==> config.mk <==
export PLATFORM = sky130hd
export DESIGN_NAME = dag_task_placement_scheduler_core
export DESIGN_NICKNAME = d
export VERILOG_FILES = /design/src/rtl/dtps_pkg.sv /design/src/rtl/dag_task_placement_scheduler_core.sv /design/src/rtl/dtps_cfg_regs.sv
export SDC_FILE = /design/constraint.sdc
export NUM_CORES = 2
export LEC_CHECK = 0
export BUFFER_PORTS_ARGS = -buffer_cell sky130_fd_sc_hd__buf_2
export CORE_MARGIN = 2
export CORE_UTILIZATION = 35
export CTS_CLUSTER_DIAMETER = 200
export DETAILED_ROUTE_END_ITERATION = 7
export PLACE_DENSITY_LB_ADDON = 0.1
export SYNTH_ARGS = -nofsm -noshare
export SYNTH_HDL_FRONTEND = slang
export SYNTH_SLANG_ARGS = --single-unit
==> constraint.sdc <==
create_clock -name clk -period 18.7 [get_ports clk]
set_clock_uncertainty 0.1 [all_clocks]
set_input_delay 3.74 -clock clk [delete_from_list [all_inputs] [get_ports clk]]
set_output_delay 3.74 -clock clk [all_outputs]
set_load 0.03 [all_outputs]
==> src/rtl/dtps_pkg.sv <==
// shared types and constants for the dag task placement scheduler
package dtps_pkg;

    localparam int FT_W = 16;
    localparam int EN_W = 18;
    localparam logic [FT_W-1:0] FT_MAX = 16'hFFFF;
    localparam logic [EN_W-1:0] EN_MAX = 18'h3FFFF;

    // configuration register indexes
    localparam logic [2:0] REG_SEND_TIME    = 3'd0;
    localparam logic [2:0] REG_CLOUD_TIME   = 3'd1;
    localparam logic [2:0] REG_RECV_TIME    = 3'd2;
    localparam logic [2:0] REG_SEND_POWER   = 3'd3;
    localparam logic [2:0] REG_CORE1_POWER  = 3'd4;
    localparam logic [2:0] REG_CORE2_POWER  = 3'd5;
    localparam logic [2:0] REG_CORE3_POWER  = 3'd6;

    // placement codes
    localparam logic [1:0] PLACE_CLOUD = 2'd0;
    localparam logic [1:0] PLACE_CORE1 = 2'd1;
    localparam logic [1:0] PLACE_CORE2 = 2'd2;
    localparam logic [1:0] PLACE_CORE3 = 2'd3;

    typedef enum logic [3:0] {
        ST_LOAD,
        ST_REMOTE,
        ST_PRIO,
        ST_SORT,
        ST_SCHED_SCAN,
        ST_SCHED_CAND,
        ST_SCHED_PICK,
        ST_TOTAL,
        ST_EMIT
    } state_t;

    // saturating add onto a finish time
    function automatic logic [FT_W-1:0] sat_add(input logic [FT_W-1:0] a,
                                                input logic [FT_W-1:0] b);
        logic [FT_W:0] s;
        s = {1'b0, a} + {1'b0, b};
        return s[FT_W] ? FT_MAX : s[FT_W-1:0];
    endfunction

endpackage

==> src/rtl/dag_task_placement_scheduler_core.sv <==
// top level: task store, sequencer and add/compare datapath
//
//  channel  | signals                                         | transfer
//  ---------+-------------------------------------------------+---------------------
//  task in  | start busy successor_mask core_*_run_time ...   | start & !busy
//  config   | cfg_valid cfg_ready cfg_index cfg_data          | cfg_valid & cfg_ready
//  result   | result_valid task_id placement finish_time ...  | result_valid
//
// loading takes one task per accepted start; the last task starts scheduling.
// scheduling then steps through the task store in order: the remote marks,
// the priorities, the ordering, the placement, the total time and the results.
// reset clears the sequencer, task count and channel state; the stores need none.
// results cannot be stalled; busy stays high until the last one is out.
module dag_task_placement_scheduler_core
    import dtps_pkg::*;
#(
    parameter int MAX_TASKS = 16
)
(
    input  logic        clk,
    input  logic        rst_n,
    input  logic        start,
    output logic        busy,
    input  logic [15:0] successor_mask,
    input  logic [7:0]  core_one_run_time,
    input  logic [7:0]  core_two_run_time,
    input  logic [7:0]  core_three_run_time,
    input  logic        is_entry_task,
    input  logic        last_task,
    input  logic        cfg_valid,
    output logic        cfg_ready,
    input  logic [2:0]  cfg_index,
    input  logic [5:0]  cfg_data,
    output logic        result_valid,
    output logic [3:0]  task_id,
    output logic [1:0]  placement,
    output logic [15:0] finish_time,
    output logic [15:0] total_time,
    output logic [17:0] total_energy_halves,
    output logic        last_result
);

    localparam int IW = (MAX_TASKS > 1) ? $clog2(MAX_TASKS) : 1;
    localparam int CW = $clog2(MAX_TASKS + 1);

    logic [5:0] send_time, cloud_time, receive_time;
    logic [3:0] send_pow, pow1, pow2, pow3;

    assign cfg_ready = 1'b1;

    dtps_cfg_regs u_cfg (
        .clk, .rst_n, .cfg_valid, .cfg_index, .cfg_data,
        .send_time, .cloud_time, .receive_time,
        .send_pow, .pow1, .pow2, .pow3
    );

    // task store
    logic [15:0]     succ_mem   [MAX_TASKS];
    logic [7:0]      t1_mem     [MAX_TASKS];
    logic [7:0]      t2_mem     [MAX_TASKS];
    logic [7:0]      t3_mem     [MAX_TASKS];
    logic            entry_mem  [MAX_TASKS];
    logic            remote_mem [MAX_TASKS];
    logic [15:0]     prio_mem   [MAX_TASKS];
    logic [IW-1:0]   seq_mem    [MAX_TASKS];
    logic [1:0]      place_mem  [MAX_TASKS];
    logic [15:0]     fin_mem    [MAX_TASKS];
    logic [MAX_TASKS-1:0] taken_reg;

    state_t state_reg, state_next;
    logic [CW-1:0] count_reg;
    logic [IW-1:0] i_reg, j_reg, k_reg;
    logic [15:0]   acc_a_reg, acc_b_reg;
    logic          found_reg;
    logic [IW-1:0] pick_reg;
    logic [15:0]   c1_reg, c2_reg, c3_reg, ws_reg, cl_reg, wr_reg;
    logic [EN_W-1:0] energy_reg;
    logic [15:0]   total_reg;

    logic [IW-1:0] n_last;
    logic          accept;
    logic          store_full;
    logic [IW-1:0] cur;

    assign accept     = start && !busy;
    assign store_full = (count_reg == CW'(MAX_TASKS));
    assign n_last     = IW'(count_reg - CW'(1));
    assign cur        = seq_mem[k_reg];
    assign busy       = (state_reg != ST_LOAD);

    // shared arithmetic: t_re and the edge test
    logic [7:0] t_re;
    logic [15:0] w3;
    logic        edge_ij;   // i is predecessor of j (for priority walk)
    logic        edge_jc;   // j is predecessor of cur
    logic [7:0]  ct1, ct2, ct3, ctmin;
    assign t_re = 8'(send_time) + 8'(cloud_time) + 8'(receive_time);
    assign ct1 = t1_mem[i_reg];
    assign ct2 = t2_mem[i_reg];
    assign ct3 = t3_mem[i_reg];
    assign ctmin = (ct1 < ct2) ? ((ct1 < ct3) ? ct1 : ct3) : ((ct2 < ct3) ? ct2 : ct3);
    assign w3 = remote_mem[i_reg] ? 16'(3 * t_re) : 16'(ct1) + 16'(ct2) + 16'(ct3);

    always_comb
    begin
        edge_ij = (32'(j_reg) < 32'd16) && (j_reg > i_reg) &&
                  succ_mem[i_reg][4'(j_reg)];
        edge_jc = (32'(cur) < 32'd16) && (j_reg < cur) &&
                  succ_mem[j_reg][4'(cur)];
    end

    // ordering step: current task beats the pick so far
    logic sort_win;
    assign sort_win = !taken_reg[i_reg] &&
                      (!found_reg || prio_mem[i_reg] > prio_mem[pick_reg]);

    // next state
    always_comb
    begin
        state_next = state_reg;
        unique case (state_reg)
            ST_LOAD:       if (accept && last_task) state_next = ST_REMOTE;
            ST_REMOTE:     if (i_reg == n_last) state_next = ST_PRIO;
            ST_PRIO:       if (i_reg == '0 && j_reg >= n_last) state_next = ST_SORT;
            ST_SORT:       if (i_reg == n_last && k_reg == n_last) state_next = ST_SCHED_SCAN;
            ST_SCHED_SCAN: if (j_reg == n_last) state_next = ST_SCHED_CAND;
            ST_SCHED_CAND: state_next = ST_SCHED_PICK;
            ST_SCHED_PICK: if (k_reg == n_last) state_next = ST_TOTAL;
                           else state_next = ST_SCHED_SCAN;
            ST_TOTAL:      if (i_reg == n_last) state_next = ST_EMIT;
            ST_EMIT:       if (i_reg == n_last) state_next = ST_LOAD;
            default:       state_next = ST_LOAD;
        endcase
    end

    always_ff @(posedge clk or negedge rst_n)
    begin
        if (!rst_n)
            state_reg <= ST_LOAD;
        else
            state_reg <= state_next;
    end

    // candidate finish times, registered in the candidate step
    // acc_a: latest finish of any predecessor; acc_b: of local predecessors
    logic [15:0] f0_reg, f1_reg, f2_reg, f3_reg;
    logic [15:0] rl_max;
    assign rl_max = acc_a_reg;

    // uplink ready point: local tasks always wait for WS, remote ones only
    // behind a cloud predecessor
    logic [15:0] rs_val;
    assign rs_val = (remote_mem[cur] && !found_reg) ? acc_b_reg :
                    ((ws_reg > acc_b_reg) ? ws_reg : acc_b_reg);

    // remote chain: f0 holds the new WS
    logic [15:0] rc_val, cl_val, wr_val;
    assign rc_val = (found_reg && cl_reg > f0_reg) ? cl_reg : f0_reg;
    assign cl_val = sat_add(rc_val, 16'(cloud_time));
    assign wr_val = sat_add(cl_val, 16'(receive_time));

    logic [1:0]  sel;
    logic [15:0] best;
    always_comb
    begin
        if (entry_mem[cur] || remote_mem[cur])
        begin
            sel = PLACE_CORE1;
            best = f1_reg;
        end
        else
        begin
            sel = PLACE_CLOUD;
            best = f0_reg;
        end
        if (f1_reg < best && sel == PLACE_CLOUD)
        begin
            sel = PLACE_CORE1;
            best = f1_reg;
        end
        if (f2_reg < best)
        begin
            sel = PLACE_CORE2;
            best = f2_reg;
        end
        if (f3_reg < best)
        begin
            sel = PLACE_CORE3;
            best = f3_reg;
        end
        if (remote_mem[cur])
            sel = PLACE_CLOUD;
    end

    logic [EN_W-1:0] e_add;
    always_comb
    begin
        unique case (sel)
            PLACE_CORE1: e_add = EN_W'(pow1) * EN_W'(t1_mem[cur]);
            PLACE_CORE2: e_add = EN_W'(pow2) * EN_W'(t2_mem[cur]);
            PLACE_CORE3: e_add = EN_W'(pow3) * EN_W'(t3_mem[cur]);
            PLACE_CLOUD: e_add = EN_W'(send_pow) * EN_W'(send_time);
        endcase
    end

    logic [EN_W:0] e_sum;
    assign e_sum = {1'b0, energy_reg} + {1'b0, e_add};

    // datapath and sequencer counters
    always_ff @(posedge clk or negedge rst_n)
    begin
        if (!rst_n)
        begin
            count_reg  <= '0;
            i_reg      <= '0;
            j_reg      <= '0;
            k_reg      <= '0;
            pick_reg   <= '0;
            found_reg  <= 1'b0;
            taken_reg  <= '0;
            acc_a_reg  <= '0;
            acc_b_reg  <= '0;
            f0_reg <= '0; f1_reg <= '0; f2_reg <= '0; f3_reg <= '0;
            c1_reg <= '0; c2_reg <= '0; c3_reg <= '0;
            ws_reg <= '0; cl_reg <= '0; wr_reg <= '0;
            energy_reg <= '0;
            total_reg  <= '0;
        end
        else
        begin
            unique case (state_reg)
                ST_LOAD:
                begin
                    if (accept)
                    begin
                        if (!store_full)
                        begin
                            count_reg <= count_reg + CW'(1);
                        end
                        i_reg <= '0;
                    end
                end
                ST_REMOTE:
                begin
                    if (i_reg == n_last)
                    begin
                        i_reg <= n_last;
                        j_reg <= n_last;
                        acc_a_reg <= '0;
                    end
                    else
                        i_reg <= i_reg + IW'(1);
                end
                ST_PRIO:
                begin
                    if (j_reg >= n_last)
                    begin
                        acc_a_reg <= '0;
                        if (i_reg == '0)
                        begin
                            k_reg <= '0;
                            found_reg <= 1'b0;
                            taken_reg <= '0;
                        end
                        else
                        begin
                            i_reg <= i_reg - IW'(1);
                            j_reg <= i_reg;
                        end
                    end
                    else
                    begin
                        j_reg <= j_reg + IW'(1);
                        if (edge_ij && prio_mem[j_reg] > acc_a_reg)
                            acc_a_reg <= prio_mem[j_reg];
                    end
                end
                ST_SORT:
                begin
                    if (i_reg == n_last)
                    begin
                        i_reg <= '0;
                        found_reg <= 1'b0;
                        taken_reg[sort_win ? i_reg : pick_reg] <= 1'b1;
                        if (k_reg == n_last)
                        begin
                            k_reg <= '0;
                            j_reg <= '0;
                            acc_a_reg <= '0;
                            acc_b_reg <= '0;
                        end
                        else
                            k_reg <= k_reg + IW'(1);
                    end
                    else
                    begin
                        i_reg <= i_reg + IW'(1);
                        if (sort_win)
                        begin
                            pick_reg <= i_reg;
                            found_reg <= 1'b1;
                        end
                    end
                end
                ST_SCHED_SCAN:
                begin
                    // found_reg: a cloud predecessor was seen
                    if (k_reg == '0 && j_reg == '0)
                    begin
                        c1_reg <= '0; c2_reg <= '0; c3_reg <= '0;
                        ws_reg <= '0; cl_reg <= '0; wr_reg <= '0;
                        energy_reg <= '0;
                    end
                    if (edge_jc)
                    begin
                        if (fin_mem[j_reg] > acc_a_reg)
                            acc_a_reg <= fin_mem[j_reg];
                        if (place_mem[j_reg] == PLACE_CLOUD)
                            found_reg <= 1'b1;
                        else if (fin_mem[j_reg] > acc_b_reg)
                            acc_b_reg <= fin_mem[j_reg];
                    end
                    if (j_reg != n_last)
                        j_reg <= j_reg + IW'(1);
                end
                ST_SCHED_CAND:
                begin
                    f0_reg <= sat_add(rs_val, remote_mem[cur] ? 16'(send_time) :
                                      16'(t_re));
                    f1_reg <= sat_add((rl_max > c1_reg) ? rl_max : c1_reg,
                                      16'(t1_mem[cur]));
                    f2_reg <= sat_add((rl_max > c2_reg) ? rl_max : c2_reg,
                                      16'(t2_mem[cur]));
                    f3_reg <= sat_add((rl_max > c3_reg) ? rl_max : c3_reg,
                                      16'(t3_mem[cur]));
                end
                ST_SCHED_PICK:
                begin
                    energy_reg <= e_sum[EN_W] ? EN_MAX : e_sum[EN_W-1:0];
                    if (remote_mem[cur])
                    begin
                        ws_reg <= f0_reg;
                        cl_reg <= cl_val;
                        wr_reg <= wr_val;
                    end
                    else if (sel == PLACE_CLOUD)
                    begin
                        wr_reg <= best;
                        cl_reg <= best - 16'(receive_time);
                        ws_reg <= best - 16'(receive_time) - 16'(cloud_time);
                    end
                    else if (sel == PLACE_CORE1)
                        c1_reg <= best;
                    else if (sel == PLACE_CORE2)
                        c2_reg <= best;
                    else
                        c3_reg <= best;
                    j_reg <= '0;
                    acc_a_reg <= '0;
                    acc_b_reg <= '0;
                    found_reg <= 1'b0;
                    if (k_reg == n_last)
                    begin
                        i_reg <= '0;
                        total_reg <= '0;
                    end
                    else
                        k_reg <= k_reg + IW'(1);
                end
                ST_TOTAL:
                begin
                    if (fin_mem[i_reg] > total_reg)
                        total_reg <= fin_mem[i_reg];
                    i_reg <= (i_reg == n_last) ? '0 : i_reg + IW'(1);
                end
                ST_EMIT:
                begin
                    if (i_reg == n_last)
                    begin
                        count_reg <= '0;
                        energy_reg <= '0;
                    end
                    else
                        i_reg <= i_reg + IW'(1);
                end
                default: ;
            endcase
        end
    end

    // stores written in clocked blocks
    always_ff @(posedge clk)
    begin
        if (state_reg == ST_LOAD && accept && !store_full)
        begin
            succ_mem[IW'(count_reg)]  <= successor_mask;
            t1_mem[IW'(count_reg)]    <= core_one_run_time;
            t2_mem[IW'(count_reg)]    <= core_two_run_time;
            t3_mem[IW'(count_reg)]    <= core_three_run_time;
            entry_mem[IW'(count_reg)] <= is_entry_task;
        end
        if (state_reg == ST_REMOTE)
            remote_mem[i_reg] <= (t_re < ctmin) && !entry_mem[i_reg];
        if (state_reg == ST_PRIO && j_reg >= n_last)
        begin
            if (j_reg > i_reg && edge_ij && prio_mem[j_reg] > acc_a_reg)
                prio_mem[i_reg] <= sat_add(w3, prio_mem[j_reg]);
            else
                prio_mem[i_reg] <= sat_add(w3, acc_a_reg);
        end
        if (state_reg == ST_SORT && i_reg == n_last)
            seq_mem[k_reg] <= sort_win ? i_reg : pick_reg;
        if (state_reg == ST_SCHED_PICK)
        begin
            place_mem[cur] <= sel;
            fin_mem[cur]   <= remote_mem[cur] ? wr_val : best;
        end
    end

    // outputs
    assign result_valid        = (state_reg == ST_EMIT);
    assign task_id             = 4'(i_reg);
    assign placement           = place_mem[i_reg];
    assign finish_time         = fin_mem[i_reg];
    assign total_time          = total_reg;
    assign total_energy_halves = energy_reg;
    assign last_result         = (i_reg == n_last);

    // assertions
    a_no_result_idle: assert property (@(posedge clk) disable iff (!rst_n)
        result_valid |-> busy)
        else $error("result while idle");
    a_count_bound: assert property (@(posedge clk) disable iff (!rst_n)
        count_reg <= CW'(MAX_TASKS))
        else $error("task count overflow");
    a_last_ends: assert property (@(posedge clk) disable iff (!rst_n)
        (result_valid && last_result) |=> !busy)
        else $error("busy after last result");

endmodule

==> src/rtl/dtps_cfg_regs.sv <==
// configuration register file of the scheduler
module dtps_cfg_regs
    import dtps_pkg::*;
(
    input  logic       clk,
    input  logic       rst_n,
    input  logic       cfg_valid,
    input  logic [2:0] cfg_index,
    input  logic [5:0] cfg_data,
    output logic [5:0] send_time,
    output logic [5:0] cloud_time,
    output logic [5:0] receive_time,
    output logic [3:0] send_pow,
    output logic [3:0] pow1,
    output logic [3:0] pow2,
    output logic [3:0] pow3
);

    logic [5:0] send_reg, cloud_reg, recv_reg;
    logic [3:0] spow_reg, p1_reg, p2_reg, p3_reg;

    // register writes, one per transfer
    always_ff @(posedge clk or negedge rst_n)
    begin
        if (!rst_n)
        begin
            send_reg  <= 6'd3;
            cloud_reg <= 6'd1;
            recv_reg  <= 6'd1;
            spow_reg  <= 4'd1;
            p1_reg    <= 4'd2;
            p2_reg    <= 4'd4;
            p3_reg    <= 4'd8;
        end
        else if (cfg_valid)
        begin
            unique case (cfg_index)
                REG_SEND_TIME:   send_reg  <= cfg_data;
                REG_CLOUD_TIME:  cloud_reg <= cfg_data;
                REG_RECV_TIME:   recv_reg  <= cfg_data;
                REG_SEND_POWER:  spow_reg  <= cfg_data[3:0];
                REG_CORE1_POWER: p1_reg    <= cfg_data[3:0];
                REG_CORE2_POWER: p2_reg    <= cfg_data[3:0];
                REG_CORE3_POWER: p3_reg    <= cfg_data[3:0];
                default: ;
            endcase
        end
    end

    assign send_time    = send_reg;
    assign cloud_time   = cloud_reg;
    assign receive_time = recv_reg;
    assign send_pow     = spow_reg;
    assign pow1         = p1_reg;
    assign pow2         = p2_reg;
    assign pow3         = p3_reg;

endmodule
==> Word level (Yosys, flattened, before mapping) <==
Memory sizes are Yosys's and may differ from the RTL's.
Index checks and enable logic that the tools add are counted.
{ "word_totals": {"output_inout_bits": 60, "ramBits": 1280, "reg_bits": 286, "elab_cells": 356, "mem_count": 10} }
{ "classes": {"n_bitwise": 3, "n_eq_ne": 57, "mux": 137, "n_reduce_logical": 70, "add_sub_neg": 21, "mul": 5, "order_cmp": 25} }
{ "mem_list": {"columns": ["memory", "depth", "width", "rd", "rd_clocked_by_memory_dff", "write_ports", "line_no", "rtl"], "rows": [
  ["fin_mem", 16, 16, 2, 0, 1, "dag_task_placement_scheduler_core.sv:67", "logic [15:0] fin_mem [MAX_TASKS];"],
  ["prio_mem", 16, 16, 3, 0, 1, "dag_task_placement_scheduler_core.sv:64", "logic [15:0] prio_mem [MAX_TASKS];"],
  ["succ_mem", 16, 16, 2, 0, 1, "dag_task_placement_scheduler_core.sv:58", "logic [15:0] succ_mem [MAX_TASKS];"],
  ["t1_mem", 16, 8, 2, 0, 1, "dag_task_placement_scheduler_core.sv:59", "logic [7:0] t1_mem [MAX_TASKS];"],
  ["t2_mem", 16, 8, 2, 0, 1, "dag_task_placement_scheduler_core.sv:60", "logic [7:0] t2_mem [MAX_TASKS];"],
  ["t3_mem", 16, 8, 2, 0, 1, "dag_task_placement_scheduler_core.sv:61", "logic [7:0] t3_mem [MAX_TASKS];"],
  ["+4 memories", null, null, null, null, null, null, null]
]} }
{ "op_table": {"columns": ["operator", "n"], "rows": [
  ["$mux 16", 50],
  ["$pmux 16 s2", 7],
  ["$gt 16x16->1", 10],
  ["$mux 4", 25],
  ["$pmux 16 s5", 1],
  ["$pmux 18 s4", 1],
  ["$add 16x8->17", 4],
  ["$ne 2x2->1 const B", 30],
  ["$mux 18", 3],
  ["$pmux 18 s3", 1],
  ["$lt 16x16->1", 3],
  ["$pmux 16 s3", 1],
  ["$mul 4x8->12", 3],
  ["$pmux 4 s9", 1],
  ["$reduce_and 6->1", 6],
  ["$add 10x16->17", 2],
  ["$add 16x6->17", 2],
  ["$lt 8x8->1", 4],
  ["$mux 8", 4],
  ["$sub 16x6->16", 2],
  ["$mux 1", 26],
  ["$pmux 4 s6", 1],
  ["$logic_and 1x1->1", 20],
  ["$lt 4x5->1 const B", 4],
  ["other kinds (56)", 107]
]} }

==> Longest topological paths before layout <==
An unclocked memory read counts as a cell.
{ "logic_depth": {"depth_word": 18, "ltp_mapped": 73} }

==> By module <==
A second synthesis with hierarchy kept.
{ "hier_totals": {"hier_cells": 6710, "area_unflattened_um2": 90581.9} }
{ "modules_own_cells": {"columns": ["module", "cells_each", "n_inst", "area_each_um2"], "rows": [
  ["dag_task_placement_scheduler_core", 6633, 1, 89228.1],
  ["dtps_cfg_regs", 77, 1, 1353.8]
]} }

==> Worst setup path after synthesis <==
Ideal clock, no wire load.
{ "synth_path": {"path_kind": "register to register", "start": "register k_reg[0]", "end": "register energy_reg[13], in the netlist total_energy_halves[13]", "setup_slack_ns": 3.974, "synth_period_minus_slack_ns": 14.726, "t_arrival_ns": 14.544, "required_time_ns": 18.517, "stages_incl_launch_ff": 71, "path_buffers": 11, "cell_sequence": "dfrtp_1 -> buf_4 -> mux4_2 -> nand3_1 -> nand4_2 -> nand2_1 -> a211oi_1 -> or4_1 -> o21a_1 -> clkbuf_1 -> buf_1 -> o21ai_1 -> clkbuf_1 -> a21oi_1 -> ha_1 -> a21o_1 -> a21o_1 -> a21oi_1 -> [35 not listed] -> ha_1 -> inv_1 -> fa_1 -> nor2b_1 -> o21ai_0 -> a21boi_0 -> o21ai_0 -> a21boi_0 -> o21ai_0 -> a21boi_0 -> o21ai_0 -> a21boi_0 -> o21ai_0 -> a21boi_0 -> nand3_1 -> nor2_1 -> o21ai_0 -> o21ai_0"} }
{ "synth_between": {"elab_chain_cells": 17, "elab_cells_between_ends": 35, "classes_between": "add/sub: 1; mul: 3; order compare: 3; eq/ne: 4; mux: 11; reduce/logical: 7; memory: 6"} }
{ "synth_rtl": {"columns": ["item", "line_no", "rtl"], "rows": [
  ["from (decl)", "dag_task_placement_scheduler_core.sv:72", "logic [IW-1:0] i_reg, j_reg, k_reg;"],
  ["from (signal assigned)", "dag_task_placement_scheduler_core.sv:293", "k_reg <= k_reg + IW'(1);"],
  ["from (signal assigned)", "dag_task_placement_scheduler_core.sv:368", "k_reg <= k_reg + IW'(1);"],
  ["$mem_v2 16x4 *", null, null],
  ["$mem_v2 16x1 (on tied branches)", null, null],
  ["$logic_or 1x1->1", "dag_task_placement_scheduler_core.sv:166", "if (entry_mem[cur] || remote_mem[cur])"],
  ["$mux 16 or $mux 1 (tied branches)", "dag_task_placement_scheduler_core.sv:166", null],
  ["$lt 16x16->1 or $logic_not 2->1 (tied branches)", "dag_task_placement_scheduler_core.sv:176", "if (f1_reg < best && sel == PLACE_CLOUD)"],
  ["$logic_and 1x1->1", "dag_task_placement_scheduler_core.sv:176", null],
  ["$mux 16", "dag_task_placement_scheduler_core.sv:176", null],
  ["$lt 16x16->1", "dag_task_placement_scheduler_core.sv:181", "if (f2_reg < best)"],
  ["[2 not listed]", null, null],
  ["$mux 2", "dag_task_placement_scheduler_core.sv:186", "if (f3_reg < best)"],
  ["$mux 2 *", "dag_task_placement_scheduler_core.sv:191", "if (remote_mem[cur])"],
  ["via sel[0]", "dag_task_placement_scheduler_core.sv:162", "logic [1:0] sel;"],
  ["$eq 2x2->1, or another cell as far along", "dag_task_placement_scheduler_core.sv:198", "unique case (sel)"],
  ["$pmux 18 s4 *", "dag_task_placement_scheduler_core.sv:198", null],
  ["$add 18x18->19 *", "dag_task_placement_scheduler_core.sv:207", "assign e_sum = {1'b0, energy_reg} + {1'b0, e_add};"],
  ["$mux 18 *", "dag_task_placement_scheduler_core.sv:339", "energy_reg <= e_sum[EN_W] ? EN_MAX : e_sum[EN_W-1:0];"],
  ["$pmux 18 s3 *", "dag_task_placement_scheduler_core.sv:231", "unique case (state_reg)"],
  ["to (signal assigned)", "dag_task_placement_scheduler_core.sv:339", null],
  ["to (decl)", "dag_task_placement_scheduler_core.sv:77", "logic [EN_W-1:0] energy_reg;"]
]} }
The timed path passes the listed nets; every way through them passes the cells marked *. The select of a mux whose other input is x is not followed.
A chain may end at the register's enable or synchronous reset.

==> Final worst setup path <==
Same ends and word-level chain as after synthesis.

==> results.yml <==
cells_and_area:
  nNetsFinal: 7532
  nFillCells: 24100
  layout-drive-gt1-share_pct: 20.0
  reg.largest.list: "fin_mem x256, prio_mem x256, succ_mem x256"
  area_growth_pct: 12.2
yosys:
  netlist-cell-type-count: 89
  syn_avg_cell_area_sq_um: 13.1
  synth_area_leaders: "edfxtp_1 42%, mux4_2 18%, dfrtp_1 7.7%"
  yosysWarnings: 0
  synth_area_sq_mm: 0.0907
  syn_inst: 6904
  yosysTopAreaCellShare_pct: 42.4
  synth_edf_count: 1280
  synthesis.nets: 7464
  yosys_register_bits: 1566
  ys.flop_type: "edfxtp_1"
  synth.largest_area_cell: "edfxtp_1"
  async_flop_share_pct: 18.3
  synth_seq_area_share_pct: 50.3
cts:
  htreeDepth: 4
  clk_pin_slew_ns: 0.05
  numCtsBuffers: 186
  root_buffer: "clkbuf_16"
  clk_latency_ns: 0.89
  cts_sinks: 1566
  clk_path_buf_depth: 3
  holdBufCountCts: 0
  cts.repair.resized: 0
  cts_tree: "built"
  postCtsSetupBuffers: 0
sta:
  rsz0062_at_grt: "no"
  fmax_mhz: 58.1
  timing.setup.tns_ns: 0
  slew-limit-headroom_pct: 11.0
  worst_pin_slew_ns: 1.33
  post-route-min-period_ns: 17.21
  setup_violations: 0
  whs_ns: 0.379
  slew_viol_final: 0
  finalCritPeriodShare_pct: 92.0
  hold_violations: 0
route:
  vias: 60000
  ant_nets: 0
  drc_errors: 0
  wl_per_cell_microns: 28.3
  drt_iter0_drc: 4945
  via_per_inst: 5.70
  drt-total-wl_microns: 298000
  drt_pass1_iterations: 5
global_route:
  grt_pass1_wl_microns: 433000
  grt_pass1_vias: 61100
  grt_antenna_before_repair: 17
  grtUsageMet1_pct: 31.0
  grt-ovfl-total: 0
  grt_usage_pct: 22.4
  grt_max_degree: 198
  busiest_layer: "met2"
  globalRouteMet2Util_pct: 37.2
  met3_usage_pct: 2.77
status:
  outcome: "finished clean"
floorplanning:
  ioPinCount: 115
  start_util_pct: 35.3
  core_sq_mm: 0.257
  dieArea_sq_mm: 0.263
  die_width_microns: 513
  placementRows: 186
  die_h_microns: 513
worst_setup_path:
  worst_setup_path_end_kind: "flip-flop"
  crit_arrival_ns: 17.86
  cp_slowest_cell: "dfrtp_1"
  crit_required_ns: 19.35
  worstSetupStartpointType: "flip-flop"
  crit_fanout: 42
  slowest_delay_ns: 1.08
  crit_type: "flip-flop to flip-flop"
placed_design:
  gp_congestion: 0.875
  detailed_place_hpwl_microns: 194000
  port_buffers: 113
min_path:
  hold_path.class: "flip-flop to flip-flop"
run:
  drv_cap: 0
==> cell usage after synthesis, types with 22 or more instances <==
library cell	count
buf_1	110
mux2_2	58
o22a_1	47
nor2_1	294
nor2b_1	83
mux2i_1	117
clkbuf_1	253
a22oi_1	26
o21ai_0	369
and2_1	51
mux4_2	724
o211ai_1	72
a221oi_1	23
inv_1	408
o21bai_1	44
edfxtp_1	1280
nor3_1	72
nand2b_1	48
a21o_1	115
nand4_1	49
fa_1	72
dfrtp_1	278
nand2_1	861
xnor2_1	130
a31oi_1	30
o21a_1	29
a21oi_1	284
a211oi_1	22
ha_1	433
and3_1	22
nand3_1	165
xor2_1	51
==> cells by family after synthesis <==
logic type / synth area share (%)
simple gates: 8.42
mux: 20.0
compound gates: 8.61
buf+inv: 3.37
other cells: 0.00413
xor+xnor: 1.75
fa+ha+maj: 7.60
flops: 50.3
==> layout by cell type, fill, tap and decap left out, drive strengths merged, types with 26 or more instances in the layout <==
cell type and n:
o22a 47, clkbuf 246, nor3 72, clkinv 82, inv 416, buf 267
a22oi 26, o21a 29, xnor2 130, o21bai 44, nand3 165, nand2b 48
fa 72, mux4 724, mux2i 117, a21o 115, nor2 294, edfxtp 1280
a31oi 30, nor2b 83, dfrtp 278, and2 51, o211ai 72, o21ai 374
a21oi 284, nand2 861, ha 433, xor2 51, nand4 51, mux2 59
==> routing by layer <==
metal | wire, microns | part of all wire [%] | vias to the layer above
met5 | 93 | 0.031 | -
met3 | 14500 | 4.9 | 395
met1 | 132000 | 44 | 31200
met4 | 7780 | 2.6 | 16
met2 | 144000 | 48 | 1726
li1 | - | - | 26600
==> layout make-up <==
class | instances | area, sq um | share of cell area, %
tap | 3384 | 4230 | 4.16
timing repair buffer | 267 | 1780 | 1.75
clock inverter | 102 | 1140 | 1.12
multi-input combinational | 4539 | 42500 | 41.7
antenna | 6 | 15.0 | 0.0147
clock buffer | 246 | 4980 | 4.89
sequential | 1566 | 45600 | 44.8
inverter | 412 | 1550 | 1.53
==> through the flow <==
step	std cells	instance area (sq um)	setup WS (ns)	utilization [%]
finish	10500	102000	1.49	39.6
global route	10500	102000	0.0367	39.6
CTS	10500	102000	1.48	39.6
detailed placement	10200	95700	1.57	37.2
global placement	10200	95700	1.70	37.2
floorplan	6904	90700	3.97	-
==> critical path, delay by kind of cell (launching register included) <==
kind | cells | cell delay, ns
buf+inv | 5 | 1.19
fa+ha+maj | 5 | 1.58
simple gates | 14 | 3.54
mux | 4 | 1.67
compound gates | 35 | 7.87
flops | 1 | 1.08
==> final timing paths <==
| kind | cells after the start | from | slack, ns | end |
|---|---|---|---|---|
| setup / recovery | 63 | k_reg[0]$_DFFE_PN0P_ | 1.49 | total_energy_halves[13]$_DFFE_PN0P_ |
| setup reg to reg | 63 | k_reg[0]$_DFFE_PN0P_ | 1.49 | total_energy_halves[13]$_DFFE_PN0P_ |
| min in group asynchronous | 1 | rst_n | 2.72 | total_energy_halves[15]$_DFFE_PN0P_ |
| hold reg to reg | 2 | c1_reg[6]$_DFFE_PN0P_ | 0.38 | c1_reg[6]$_DFFE_PN0P_ |
| hold / removal | 2 | c1_reg[6]$_DFFE_PN0P_ | 0.38 | c1_reg[6]$_DFFE_PN0P_ |
| max in group asynchronous | 4 | rst_n | 12.75 | pick_reg[0]$_DFFE_PN0P_ |
Power is not shown: default switching activity piles up to over one toggle a cycle in this logic, so the estimate is an artifact.
